==> src/rtl/core/rse_pkg.sv <==
// Package for the randomized set engine: sizes, status and operation codes,
// and the word and control structs shared by the core modules.
// Depends on nothing.
package rse_pkg;

  localparam int unsigned CAPACITY    = 256;
  localparam int unsigned VALUE_RANGE = 256;

  localparam int unsigned ValueW  = 8;
  localparam int unsigned RandW   = 16;
  localparam int unsigned StatusW = 3;
  localparam int unsigned CountW  = $clog2(CAPACITY + 1);
  localparam int unsigned SlotW   = $clog2(CAPACITY);
  localparam int unsigned MapW    = $clog2(VALUE_RANGE);
  localparam int unsigned StepW   = $clog2(RandW);

  localparam logic [1:0] OpInsert = 2'd0;
  localparam logic [1:0] OpRemove = 2'd1;
  localparam logic [1:0] OpSample = 2'd2;

  localparam logic [StatusW-1:0] StatusOk      = 3'd0;
  localparam logic [StatusW-1:0] StatusEmpty   = 3'd1;
  localparam logic [StatusW-1:0] StatusAbsent  = 3'd2;
  localparam logic [StatusW-1:0] StatusFull    = 3'd3;
  localparam logic [StatusW-1:0] StatusPresent = 3'd4;

  typedef struct packed {
    logic [1:0]        op;
    logic [ValueW-1:0] value;
    logic [RandW-1:0]  random_word;
  } in_word_t;

  typedef struct packed {
    logic [ValueW-1:0]  sampled_value;
    logic [StatusW-1:0] status;
    logic [CountW-1:0]  count;
  } out_word_t;

  typedef struct packed {
    logic              elem_we;
    logic              elem_re;
    logic [SlotW-1:0]  elem_waddr;
    logic [SlotW-1:0]  elem_raddr;
    logic [ValueW-1:0] elem_wdata;
    logic              pos_we;
    logic              pos_re;
    logic [MapW-1:0]   pos_waddr;
    logic [MapW-1:0]   pos_raddr;
    logic [SlotW-1:0]  pos_wdata;
    logic              flag_we;
    logic              flag_wdata;
    logic [MapW-1:0]   flag_addr;
  } mem_req_t;

  typedef struct packed {
    logic              start;
    logic [RandW-1:0]  dividend;
    logic [CountW-1:0] divisor;
  } mod_req_t;

  typedef struct packed {
    logic              done;
    logic [CountW-1:0] rem;
  } mod_rsp_t;

endpackage

==> src/rtl/core/rse_mod.sv <==
// Iterative remainder unit of the randomized set engine: one restoring
// step per cycle over the random word, divided by the running count.
// Depends on rse_pkg.
module rse_mod (
  input  logic              clk_i,
  input  logic              rst_ni,
  input  rse_pkg::mod_req_t req_i,
  output rse_pkg::mod_rsp_t rsp_o
);
  import rse_pkg::*;

  logic [RandW-1:0]  dvd_q, dvd_d;
  logic [CountW-1:0] div_q, div_d;
  logic [CountW-1:0] rem_q, rem_d;
  logic [StepW-1:0]  step_q, step_d;
  logic              run_q, run_d;
  logic              done_q, done_d;
  logic [CountW:0]   shifted;
  logic [CountW:0]   diff;

  assign shifted = {rem_q, dvd_q[RandW-1]};
  assign diff    = shifted - {1'b0, div_q};

  always_comb begin
    dvd_d  = dvd_q;
    div_d  = div_q;
    rem_d  = rem_q;
    step_d = step_q;
    run_d  = run_q;
    done_d = 1'b0;
    if (req_i.start) begin
      dvd_d  = req_i.dividend;
      div_d  = req_i.divisor;
      rem_d  = '0;
      step_d = '0;
      run_d  = 1'b1;
    end else if (run_q) begin
      if (shifted >= {1'b0, div_q}) begin
        rem_d = diff[CountW-1:0];
      end else begin
        rem_d = shifted[CountW-1:0];
      end
      dvd_d  = {dvd_q[RandW-2:0], 1'b0};
      step_d = step_q + StepW'(1);
      if (step_q == StepW'(RandW - 1)) begin
        run_d  = 1'b0;
        done_d = 1'b1;
      end
    end
  end

  always_ff @(posedge clk_i or negedge rst_ni) begin
    if (!rst_ni) begin
      run_q  <= 1'b0;
      done_q <= 1'b0;
      step_q <= '0;
    end else begin
      run_q  <= run_d;
      done_q <= done_d;
      step_q <= step_d;
    end
  end

  always_ff @(posedge clk_i) begin
    dvd_q <= dvd_d;
    div_q <= div_d;
    rem_q <= rem_d;
  end

  assign rsp_o.done = done_q;
  assign rsp_o.rem  = rem_q;

endmodule

==> config.mk <==
export PLATFORM = sky130hd
export DESIGN_NAME = rse_mod
export DESIGN_NICKNAME = d
export VERILOG_FILES = /design/src/rtl/core/rse_pkg.sv /design/src/rtl/core/rse_mod.sv
export SDC_FILE = /design/constraint.sdc
export NUM_CORES = 1
export LEC_CHECK = 0
export BUFFER_PORTS_ARGS = -buffer_cell sky130_fd_sc_hd__clkbuf_2
export CORE_MARGIN = 1
export CORE_UTILIZATION = 59
export CTS_CLUSTER_DIAMETER = 50
export DETAILED_ROUTE_END_ITERATION = 8
export PLACE_DENSITY = 0.8
export SYNTH_ARGS = -nofsm -noshare
export SYNTH_HDL_FRONTEND = slang
export SYNTH_SLANG_ARGS = --single-unit
==> constraint.sdc <==
create_clock -name clk_i -period 7.1 [get_ports clk_i]
set_input_delay 1.065 -clock clk_i [delete_from_list [all_inputs] [get_ports clk_i]]
set_output_delay 1.065 -clock clk_i [all_outputs]
set_load 0.005 [all_outputs]
# Yosys cells after proc, flatten, opt, wreduce, memory -nomap -nowiden
# Cells that the tools add are included.
[op_classes] n_reduce_logical=1 eq_ne=1 magnitude_cmp=1 addsub=2 muxes=11
[ops] cell="16-bit 2-to-1 mux" count=2
[ops] cell="10-bit by 9-bit >= comparator with 1-bit output" count=1
[ops] cell="9-bit 2-to-1 mux" count=1
[ops] cell="9-bit subtractor" count=1
[ops] cell="4-bit 2-to-1 mux" count=2
[ops] cell="1-bit 2-to-1 mux" count=6
[ops] cell="4-bit by 1-bit adder with 4-bit output, second input constant" count=1
[ops] cell="4-bit equality test, second input constant" count=1
[ops] cell="2-bit nonzero test" count=1
[word_totals] register_bits=40 wordCells=22

# Logic depth before layout (Yosys ltp)
[depth] depth_word=4 depth_mapped=9 ltp_nobuf=9

# Worst setup path after synthesis
# No wires, ideal clock.
[synth_path] kind="register -> register" startpoint="register dvd_q[15]" endpoint="register rem_q[1]" period_less_slack_ps=2230 slack_ps=4870 required_time_ps=7014 arrival_ps=2145 setup_time_ps=86 path_stages_with_launch=10 path_buffers=0 path_cell_list="edfxtp_1 > inv_1 > ha_1 > inv_1 > fa_1 > a211oi_1 > o21a_1 > o211ai_2 > mux2i_1 > a211oi_1"
[synth_via] elab_chain_len=2 elab_cells_between_ends=3 classes_between="1 x add/sub; 1 x order compare; 1 x mux"
[synth_lines] item="from (decl)" line="rse_mod.sv:12" text="logic [RandW-1:0] dvd_q, dvd_d;"
[synth_lines] item="from (signal assigned)" line="rse_mod.sv:65" text="dvd_q <= dvd_d;"
[synth_lines] item="9-bit subtractor / 10-bit by 9-bit >= comparator with 1-bit output (equally long branches)" line="rse_mod.sv:22, rse_mod.sv:38"
[synth_lines] item="9-bit 2-to-1 mux (*)" line="rse_mod.sv:38" text="if (shifted >= {1'b0, div_q}) begin"
[synth_lines] item="to (signal assigned)" line="rse_mod.sv:67" text="rem_q <= rem_d;"
[synth_lines] item="to (decl)" line="rse_mod.sv:14" text="logic [CountW-1:0] rem_q, rem_d;"
# Mark *: on every way between the ends. The rest lies on a longest branch, timed or not.
# A chain may end at the register's enable or synchronous reset.

# Worst setup path after layout
[layout_path] startpoint="register dvd_q[15]" endpoint="register rem_q[6]"
# Same word-level chain as after synthesis.

==> qor.txt <==
CTS tree: yes
Skew-Pair Late Insertion Delay: 0.34 ns
Number of synthesized flops with an enable pin: 25
Synth async-reset ratio: 0.150
Synth cell types: 41
Global route hottest layer: met2
Slowest-stage cell, CP: a211oi_1
Largest family of logic cells by synthesized area: multiplexers
PnR Total Power: 790 uW
Synth warn: 0
Worst-path cell chain: inv_1 -> ha_1 -> inv_1 -> fa_1 -> a211oi_1 -> o21a_1 -> o211ai_2 -> mux2i_1 -> a211oi_1
I/O Buffers: 37
Placeable Area: 3390 um2
Relative slew slack: 0.423
Critical Path End Type: register
Max VDD drop: 0.000182 V
Post-DR wirelength/cell: 14.1 um
Worst R2R Setup Slack: 4.45 ns
Largest net degree at the start of global routing: 42
Register bit total from synthesis: 40
WS Path Type: register to register
FMAX: 377 MHz
Reg clk slew, reported paths: 0.12 ns
First-pass GRT wire length: 5.89 mm
Final min period: 2.65 ns
Synth Instances: 178
CTS sink cnt: 40
Setup TNS: 0 ns
Initial antenna violation count: 0
Final setup viols: 0
Die area: 3810 um2
Vias: 1427
CP top delay family: compound AO/OA/AOI/OAI gates
Clock Skew: 0.00708 ns
Main flop type after synthesis: edfxtp_1
Ports: 38
DRC viols: 0
Crit Path Max Fanout: 7
Post_cts resized: 0
Initial core utilization: 0.621
CTS Buf Count: 5
# rows: 21
RePlAce Congestion: 0.844
Post-synthesis compound-gate area fraction: 0.113
Met3 usage: 0.0435
Max-cap violations: 0
FF-to-FF Start: dvd_q[15]
Post-synthesis cell area: 2100 um2
GR met2 Demand/Resource: 0.378
Slowest cell delay on critical path: 0.46 ns
Clk root buf: clkbuf_4
Mux cell area share after synthesis: 0.119
Global route overflow: 0
Pwr dens: 329 nW/um2
N_diodes: 0
Worst R2R Path Depth: 9
Fill count: 253
Multi-input gate area: 938 um2
Slew Limit Fails: 0
Syn-to-layout area delta: 14.0%
Worst slew pin tran: 0.865 ns
Reg2reg end: rem_q[6]
XOR/XNOR share of the synthesized area: 0.0291
Crit path DAT: 2.89 ns
Vias in the first global route: 1376
Tightest Hold Check Type: input pin to async pin
Simple-gate share of the synthesized area: 0.116
Post-CTS Setup Bufs: 0
Drt initial violations: 39
Final period util: 0.373
Vias per cell: 5.51
Global Route Usage Sum: 0.220
Final hold vios: 0
Share of post-route cells with drive strength above 1: 0.315
Mean post-synth cell area: 11.8 um2
Final net count: 251
Worst path bufs/invs: 2
Die width: 61.7 um
Register area: 1080 um2
Post-DP HPWL: 2.64 mm
GR met1 Demand/Resource: 0.271
Sequential-to-total area share from yosys stat: 0.514
Hold Buf Count CTS: 0
Antenna Nets Post-Route: 0
Setup repair after global routing missed its margin: no
Drt first pass iters: 4
Die Span Y: 61.7 um
Maximum root-to-sink buffer count: 2
DRT Wirelength: 3.66 mm
Outcome: finished, final reports clean
Critical Path Source Type: register
Pleak: 0.00106 uW
Adder-cell share of the synthesized area: 0.0690
Critical Path RT: 7.34 ns
Syn Nets: 217
H-tree depth: 2
registers in the layout, summed over array words and instances (netlist names):
| signal | flops |
|---|---|
| div_q | 9 |
| done_q | 1 |
| dvd_q | 16 |
| rem_q | 9 |
| run_q | 1 |
| step_q | 4 |
cells in the final DEF, fill, tap and decap left out, types with 2 or more instances in the layout:
master | netlist | final
nand2b_1 | 3 | 3
nand3_1 | 4 | 4
inv_1 | 11 | 11
edfxtp_1 | 25 | 25
o31ai_1 | 2 | 2
clkbuf_2 | 0 | 37
clkbuf_4 | 0 | 5
dfxtp_1 | 9 | 9
o211ai_1 | 4 | 4
dfrtp_1 | 6 | 6
xor2_1 | 5 | 5
and2_1 | 2 | 2
xnor2_1 | 2 | 2
a311oi_1 | 3 | 3
a21oi_1 | 6 | 6
mux2i_1 | 7 | 7
ha_1 | 10 | 10
a211oi_1 | 7 | 7
nand2_1 | 8 | 8
nor2_1 | 18 | 18
clkbuf_8 | 0 | 2
nand3b_1 | 2 | 2
mux2_2 | 16 | 16
a21o_1 | 2 | 2
layer usage:
metal / routed length (um) / vias to the layer above
li1: - / 720
met1: 1690 / 663
met2: 1780 / 39
met3: 145 / 5
met4: 55 / 0
met5: 0 / -
worst reg2reg max path: stages (launching register included):
cell and delay, ns:
edfxtp_1 0.40, inv_1 0.07, ha_1 0.15, inv_1 0.05, fa_1 0.40, a211oi_1 0.46
o21a_1 0.30, o211ai_2 0.24, mux2i_1 0.20, a211oi_1 0.28
logic make-up after synthesis:
group / after synthesis
xor+xnor: 7
simple gates: 45
mux: 23
fa+ha+maj: 11
flops: 40
buf+inv: 21
compound gates: 31
area by class of cell:
class,count,area share
repair buffers,37,0.0772
clock inverters,1,0.0125
flip-flops and latches,40,0.451
multi-input cells,117,0.391
inverters,11,0.0172
clock buffers,7,0.0271
well taps,46,0.0240
worst max path at each step:
| stage | from | endpoint | slack [ns] | depth (start not counted) |
|---|---|---|---|---|
| 2_1_floorplan | dvd_q[15] | rem_q[1] | 4.87 | 9 |
| 3_3_place_gp | req_i[25] | dvd_q[5] | 4.56 | 2 |
| 3_5_place_dp | req_i[25] | dvd_q[13] | 4.52 | 2 |
| 4_1_cts | dvd_q[15] | rem_q[6] | 4.55 | 9 |
| 5_1_grt | dvd_q[15] | rem_q[3] | 4.32 | 9 |
| 6_report | dvd_q[15] | rem_q[6] | 4.45 | 9 |
stage by stage:
step / utilization / instances / worst slack [ns] / hold WS (ns) / instance area [um2]
6_report: 0.708 / 259 / 4.45 / 0.518 / 2400
5_1_grt: 0.708 / 259 / 4.32 / 0.512 / 2400
2_1_floorplan: - / 178 / 4.87 / 0.490 / 2100
3_3_place_gp: 0.680 / 251 / 4.56 / 0.505 / 2300
4_1_cts: 0.708 / 259 / 4.55 / 0.509 / 2400
3_5_place_dp: 0.680 / 251 / 4.52 / 0.515 / 2300
synthesized netlist by cell type (3+ instances only):
cell       n  share of area
edfxtp_1  25           0.36
nor2_1    18          0.032
mux2_2    16          0.086
inv_1     11          0.020
ha_1      10          0.059
dfxtp_1    9          0.086
nand2_1    8          0.014
a211oi_1   7          0.025
mux2i_1    7          0.033
a21oi_1    6          0.014
clkbuf_1   6          0.011
dfrtp_1    6          0.071
xor2_1     5          0.021
nand3_1    4         0.0095
o211ai_1   4          0.014
a311oi_1   3          0.012
nand2b_1   3         0.0089
where the power goes:
part           total, uW  switching [uW]  internal (uW)
Clock                165            72.0           93.5
Sequential           315            30.0            284
Combinational        310             165            145
Total                790             267            523
(Power assumes the default switching activity.)
