**src/rtl/core/rse_pkg.sv**
```systemverilog
// Package for the randomized set engine: sizes, status and operation codes,
// and the word and control structs shared by the core modules.
// Depends on nothing.
package rse_pkg;

  localparam int unsigned CAPACITY    = 256;
  localparam int unsigned VALUE_RANGE = 256;

  localparam int unsigned ValueW  = 8;
  localparam int unsigned RandW   = 16;
  localparam int unsigned StatusW = 3;
  localparam int unsigned CountW  = $clog2(CAPACITY + 1);
  localparam int unsigned SlotW   = $clog2(CAPACITY);
  localparam int unsigned MapW    = $clog2(VALUE_RANGE);
  localparam int unsigned StepW   = $clog2(RandW);

  localparam logic [1:0] OpInsert = 2'd0;
  localparam logic [1:0] OpRemove = 2'd1;
  localparam logic [1:0] OpSample = 2'd2;

  localparam logic [StatusW-1:0] StatusOk      = 3'd0;
  localparam logic [StatusW-1:0] StatusEmpty   = 3'd1;
  localparam logic [StatusW-1:0] StatusAbsent  = 3'd2;
  localparam logic [StatusW-1:0] StatusFull    = 3'd3;
  localparam logic [StatusW-1:0] StatusPresent = 3'd4;

  typedef struct packed {
    logic [1:0]        op;
    logic [ValueW-1:0] value;
    logic [RandW-1:0]  random_word;
  } in_word_t;

  typedef struct packed {
    logic [ValueW-1:0]  sampled_value;
    logic [StatusW-1:0] status;
    logic [CountW-1:0]  count;
  } out_word_t;

  typedef struct packed {
    logic              elem_we;
    logic              elem_re;
    logic [SlotW-1:0]  elem_waddr;
    logic [SlotW-1:0]  elem_raddr;
    logic [ValueW-1:0] elem_wdata;
    logic              pos_we;
    logic              pos_re;
    logic [MapW-1:0]   pos_waddr;
    logic [MapW-1:0]   pos_raddr;
    logic [SlotW-1:0]  pos_wdata;
    logic              flag_we;
    logic              flag_wdata;
    logic [MapW-1:0]   flag_addr;
  } mem_req_t;

  typedef struct packed {
    logic              start;
    logic [RandW-1:0]  dividend;
    logic [CountW-1:0] divisor;
  } mod_req_t;

  typedef struct packed {
    logic              done;
    logic [CountW-1:0] rem;
  } mod_rsp_t;

endpackage

```
**src/rtl/core/rse_store.sv**
```systemverilog
// Storage of the randomized set engine: element store and position map as
// synchronous RAMs with registered reads, plus the membership flags.
// Depends on rse_pkg.
module rse_store (
  input  logic                      clk_i,
  input  logic                      rst_ni,
  input  rse_pkg::mem_req_t         req_i,
  output logic [rse_pkg::ValueW-1:0] elem_rdata_o,
  output logic [rse_pkg::SlotW-1:0]  pos_rdata_o,
  output logic                      flag_o
);
  import rse_pkg::*;

  logic [ValueW-1:0]      elem_mem [CAPACITY];
  logic [SlotW-1:0]       pos_mem  [VALUE_RANGE];
  logic [ValueW-1:0]      elem_rdata_q;
  logic [SlotW-1:0]       pos_rdata_q;
  logic [VALUE_RANGE-1:0] flags_q;
  logic [VALUE_RANGE-1:0] flags_d;

  always_ff @(posedge clk_i) begin
    if (req_i.elem_we) begin
      elem_mem[req_i.elem_waddr] <= req_i.elem_wdata;
    end
    if (req_i.elem_re) begin
      elem_rdata_q <= elem_mem[req_i.elem_raddr];
    end
  end

  always_ff @(posedge clk_i) begin
    if (req_i.pos_we) begin
      pos_mem[req_i.pos_waddr] <= req_i.pos_wdata;
    end
    if (req_i.pos_re) begin
      pos_rdata_q <= pos_mem[req_i.pos_raddr];
    end
  end

  always_comb begin
    flags_d = flags_q;
    if (req_i.flag_we) begin
      flags_d[req_i.flag_addr] = req_i.flag_wdata;
    end
  end

  always_ff @(posedge clk_i or negedge rst_ni) begin
    if (!rst_ni) begin
      flags_q <= '0;
    end else begin
      flags_q <= flags_d;
    end
  end

  assign elem_rdata_o = elem_rdata_q;
  assign pos_rdata_o  = pos_rdata_q;
  assign flag_o       = flags_q[req_i.flag_addr];

endmodule

```
**config.mk**
```make
export PLATFORM = sky130hd
export DESIGN_NAME = rse_store
export DESIGN_NICKNAME = d
export VERILOG_FILES = /design/src/rtl/core/rse_pkg.sv /design/src/rtl/core/rse_store.sv
export SDC_FILE = /design/constraint.sdc
export NUM_CORES = 2
export LEC_CHECK = 0
export BUFFER_PORTS_ARGS = -buffer_cell sky130_fd_sc_hd__buf_2
export CORE_MARGIN = 5
export CORE_UTILIZATION = 50
export CTS_BUF_LIST = sky130_fd_sc_hd__clkbuf_2 sky130_fd_sc_hd__clkbuf_4 sky130_fd_sc_hd__clkbuf_8
export DETAILED_ROUTE_END_ITERATION = 16
export PLACE_DENSITY = 0.77
export SYNTH_ARGS = -nofsm -noshare
export SYNTH_HDL_FRONTEND = slang
export SYNTH_SLANG_ARGS = --single-unit
```
**constraint.sdc**
```tcl
create_clock -name clk_i -period 3.69 [get_ports clk_i]
set_input_delay 0.738 -clock clk_i [delete_from_list [all_inputs] [get_ports clk_i]]
set_output_delay 0.738 -clock clk_i [all_outputs]
set_load 0.02 [all_outputs]
```
# Word-level counts from Yosys, hierarchy flattened
# Memory sizes are Yosys's and may differ from the RTL's. A register that Yosys moved wholly into a read port is not among the register bits.
# Index checks and enable logic that the tools add are counted.
[word_totals] memories=2 in_bits=64 register_bits=256 output_inout_bits=17 word_cells=15 ramBits=4096
[op_classes] order_cmp=2 n_mux=9 n_reduce_logical=1
[mem_list] name="elem_mem" words=256 width=8 read_ports=1 rd_clocked_by_memory_dff=1 wr=1 line="rse_store.sv:14" source="logic [ValueW-1:0] elem_mem [CAPACITY];"
[mem_list] name="pos_mem" words=256 width=8 read_ports=1 rd_clocked_by_memory_dff=1 wr=1 line="rse_store.sv:15" source="logic [SlotW-1:0] pos_mem [VALUE_RANGE];"
[op_table] operator="256-bit bitwise mux" count=1
[op_table] operator="8-bit by 9-bit less-than comparator with 1-bit output (second input constant)" count=1
[op_table] operator="1-bit binary-select mux with 8-bit select" count=1
[op_table] operator="1-bit demux with 8-bit select" count=1
[op_table] operator="8-bit by 1-bit >= comparator with 1-bit output (second input constant)" count=1
[op_table] operator="1-bit 2-to-1 mux" count=6
[op_table] operator="1-bit logical AND" count=1

# Logic depth before layout (Yosys ltp)
[depth] ltp_word=5 mapped_depth=12 depth_no_buf=6

# Worst setup path after synthesis
# No wires, ideal clock.
[synth_timing] kind="input-to-output" from="in req_i[1] in the netlist's numbering" to="out flag_o" path_slack_ps=-83 arrival_ps=3035 required_ps=2952 stages=7 path_buffers=2 path_cell_list="clkbuf_1 -> clkbuf_1 -> mux4_2 -> mux4_2 -> a22oi_1 -> nand2_1 -> or4_1"
[synth_between] elab_chain_cells=2
[synth_rtl] element="start, declared" line="rse_store.sv:7" source="input rse_pkg::mem_req_t req_i,"
[synth_rtl] element="1-bit binary-select mux with 8-bit select" line="rse_store.sv:56" source="assign flag_o = flags_q[req_i.flag_addr];"
[synth_rtl] element="1-bit 2-to-1 mux (not written as such)" line="rse_store.sv:56"
[synth_rtl] element="end, declared" line="rse_store.sv:10" source="output logic flag_o"
# Every way passes these cells. The select of a mux whose other input is x is not followed.

# Worst setup path in the final report
[layout_timing] from="reg flags_q[75]" to="out flag_o"
[layout_between] elab_chain_cells=2
[layout_rtl] element="start, declared" line="rse_store.sv:18" source="logic [VALUE_RANGE-1:0] flags_q;"
[layout_rtl] element="start signal, assigned" line="rse_store.sv:50" source="flags_q <= flags_d;"
[layout_rtl] element="1-bit binary-select mux with 8-bit select" line="rse_store.sv:56"
[layout_rtl] element="1-bit 2-to-1 mux (not written as such)" line="rse_store.sv:56"
# Every way passes these cells. The select of a mux whose other input is x is not followed.

==> summary.txt <==
Clocking
  – TritonCTS clock tree: built
  – Clk root buf: clkbuf_8
  – Worst-case clock buffer depth: 4
  – Post-CTS repair timing setup buffer count: 0
  – Htree depth: 6
  – Clock buffer count from CTS: 668
  – Clk sinks: 4,368
  – Clk Latency, worst-skew pair: 1.19 ns
  – CTS clk-pin slew, worst paths: 0.07 ns

Logic synthesis
  – Synth Area in Compound Gates: 2.17%
  – Syn Nets: 8,443
  – Synth unique cells: 66
  – Synth Area in Adders: 0%
  – Synth Area in Simple Gates: 3.17%
  – FFs w/ async S/R, synth: 5.86%
  – Synthesized area: 172,000 µm²
  – Dominant combinational cell family by area after synthesis: multiplexers
  – EDFF count, synth: 4,112
  – Syn_area_per_cell: 20.6 µm²
  – Multiplexer area fraction after synthesis: 17.8%
  – Most used DFF post-synth: edfxtp_1
  – Synth warnings: 0
  – XOR/XNOR Fraction of Synth Area: 0%
  – Register bit count reported by yosys: 4,368
  – Cells after Synth: 8,379
  – Seq/Total Area, Yosys: 75.4%

Setup path
  – Largest fanout on the critical path: 2
  – Startpoint type of the worst setup path: flop
  – Crit path DAT: 3.92 ns
  – CP required: 2.95 ns
  – CP Class: reg -> out
  – CP endpoint kind: output pin

STA
  – RSZ-0062 raised after global routing: true
  – Worst-Margin Slew: 1.11 ns
  – Fin crit period: 4.66 ns
  – Hold Vio Cnt, Final: 0
  – Final setup margin: -0.966 ns
  – Finish-stage setup viols: 1
  – Fmax achieved: 215 MHz
  – Layout Skew: 0.129 ns
  – Fin crit share: 126%
  – Slew Viols, Final: 0
  – Slew margin rel.: 25.8%

Place
  – DP Area: 184,000 µm²
  – Dpl hpwl: 260 mm
  – GPL Wtd Cong: 0.901
  – Port Buffers: 80

Drt
  – WL/cell: 28.2 µm
  – DRT Wirelength: 412 mm
  – Vias: 89,400
  – Via density: 6.13
  – DRC Markers: 0
  – Routed Antenna Nets: 0
  – Starting DRT DRC Count: 12,500
  – Number of detailed-route iterations in the first pass: 6

Cells and area
  – Commonest cells after routing, fill and taps aside: edfxtp_1 (4,112), mux4_2 (1,057), buf_4 (793), nor2_1 (742), clkbuf_8 (707)
  – Fillers: 23,900
  – Most common cell after layout, fill and taps aside: edfxtp_1
  – Final non-filler cell area: 197,000 µm²
  – Layout cells sized above 1: 33.5%
  – Final nets: 9,585
  – Final Util: 57.6%
  – P&R area growth vs syn: 14.7%

Pwr
  – Leak: 65.5 nW
  – Max IR drop VDD: 0.474 mV
  – P per Cell Area: 504 nW/µm²

Global routing
  – Initial antenna violation count: 21
  – Global Route Usage Sum: 22.9%
  – Grt total ovfl: 0
  – Vias in the first global route: 92,400
  – First-pass GRT wire length: 611 mm
  – Pin count of the biggest net entering global routing: 139

Status
  – Status: finished with violations
  – Failing checks: negative setup slack

Floorplanning
  – Initial core utilization: 50.2%
  – Die width: 597 µm
  – Die Area: 356,000 µm²
  – Chip Height: 597 µm
  – I/O pin count: 81
  – Placeable Area: 343,000 µm²
  – Num rows: 215

Worst hold path
  – Hold Path Class: in -> reg

Run
  – Maxcap violations: 0
==> timing repair <==
item / CTS / global route
resized for setup: 5 / 1
pin swaps: 3 / 2
endpoints found under the hold margin: 143 / 0
hold buffers: 4 / 0
endpoints found under the setup margin: 1 / 1
==> worst max-delay path, stage by stage (launching register included) <==
cell      delay (ns)
dfrtp_1         0.38
mux4_2          0.46
mux4_2          0.52
nand2_2         0.11
o311ai_4        0.08
or4b_4          0.50
or4_4           0.58
buf_6           0.16
==> metal layers <==
| metal | vias to the layer above | global-route usage, % | wire length (µm) |
|---|---|---|---|
| met5 | - | 0 | 91 |
| met4 | 10 | 7.60 | 14400 |
| met3 | 842 | 4.86 | 43800 |
| met2 | 5412 | 37.4 | 203000 |
| met1 | 46200 | 31.0 | 151000 |
| li1 | 36900 | - | - |
==> path summary, 6_finish.rpt <==
| path | from | endpoint | slack, ns | cells after the start |
|---|---|---|---|---|
| min in group asynchronous | rst_ni | flags_q[196] | 0.23 | 2 |
| max | flags_q[75] | flag_o | -0.97 | 7 |
| min reg2reg | flags_q[70] | flags_q[70] | 0.50 | 1 |
| max reg2reg | pos_mem[87][5] | pos_rdata_o[5] | 1.03 | 7 |
| min | req_i[41] | elem_mem[250][5] | 0.17 | 1 |
| max in group asynchronous | rst_ni | flags_q[112] | 2.44 | 3 |
==> cell usage after synthesis (all sizes together), types with 12 or more instances <==
| master | n | share of area [%] |
|---|---|---|
| edfxtp | 4112 | 72 |
| mux4 | 1067 | 14 |
| nor2 | 742 | 1.6 |
| mux2i | 359 | 2.1 |
| mux2 | 268 | 1.8 |
| nand2 | 267 | 0.58 |
| clkbuf | 257 | 0.56 |
| dfrtp | 256 | 3.7 |
| buf | 254 | 0.82 |
| o22ai | 87 | 0.32 |
| o221ai | 84 | 0.43 |
| nand3 | 83 | 0.24 |
| a21oi | 65 | 0.19 |
| a22oi | 64 | 0.28 |
| nor2b | 42 | 0.15 |
| a211oi | 33 | 0.14 |
| nor3 | 32 | 0.093 |
| a221oi | 29 | 0.15 |
| o21ai | 28 | 0.081 |
| a22o | 24 | 0.12 |
| nand2b | 23 | 0.084 |
| o211ai | 17 | 0.074 |
| and2 | 13 | 0.047 |
| or3 | 12 | 0.044 |
==> area by class of cell <==
class / instances / area [µm²] / area share (%)
inverters: 11 / 42.5 / 0.0215
flip-flops and latches: 4368 / 130000 / 65.8
clock inverters: 293 / 2120 / 1.07
multi-input cells: 3489 / 39900 / 20.2
clock buffers: 886 / 11000 / 5.56
repair buffers: 983 / 8780 / 4.44
well taps: 4557 / 5700 / 2.89
diodes: 11 / 27.5 / 0.0139
==> sequential cells by signal, indices dropped and copies added, names as in the netlist <==
register and flops:
elem_mem 2048, pos_mem 2048, elem_rdata_o 8, pos_rdata_o 8, flags_q 256
==> where the power goes <==
part           switching (W)  internal, W  total [W]
Combinational        0.00336      0.00219    0.00555
Clock                 0.0188       0.0206     0.0394
Sequential          0.000143       0.0545     0.0546
Total                 0.0223       0.0773     0.0996
==> metrics by stage <==
step	total power, W	setup slack [ns]	instances	TNS [ns]	hold WS (ns)
after floorplan	0.0584	-0.00894	8379	-0.00894	0.442
after global placement	0.0610	-0.553	13400	-1.29	0.480
after detailed placement	0.0611	-0.567	13400	-1.32	0.488
after CTS	0.100	-1.12	14600	-1.12	0.0143
after global routing	0.103	-1.12	14600	-1.12	0.0841
final	0.0996	-0.966	14600	-0.966	0.172
==> cell families after synthesis <==
logic type	after synthesis
simple gates	1284
compound gates	511
mux	1694
buf+inv	522
flops	4368
No activity file was read; power rests on OpenSTA's default activity.
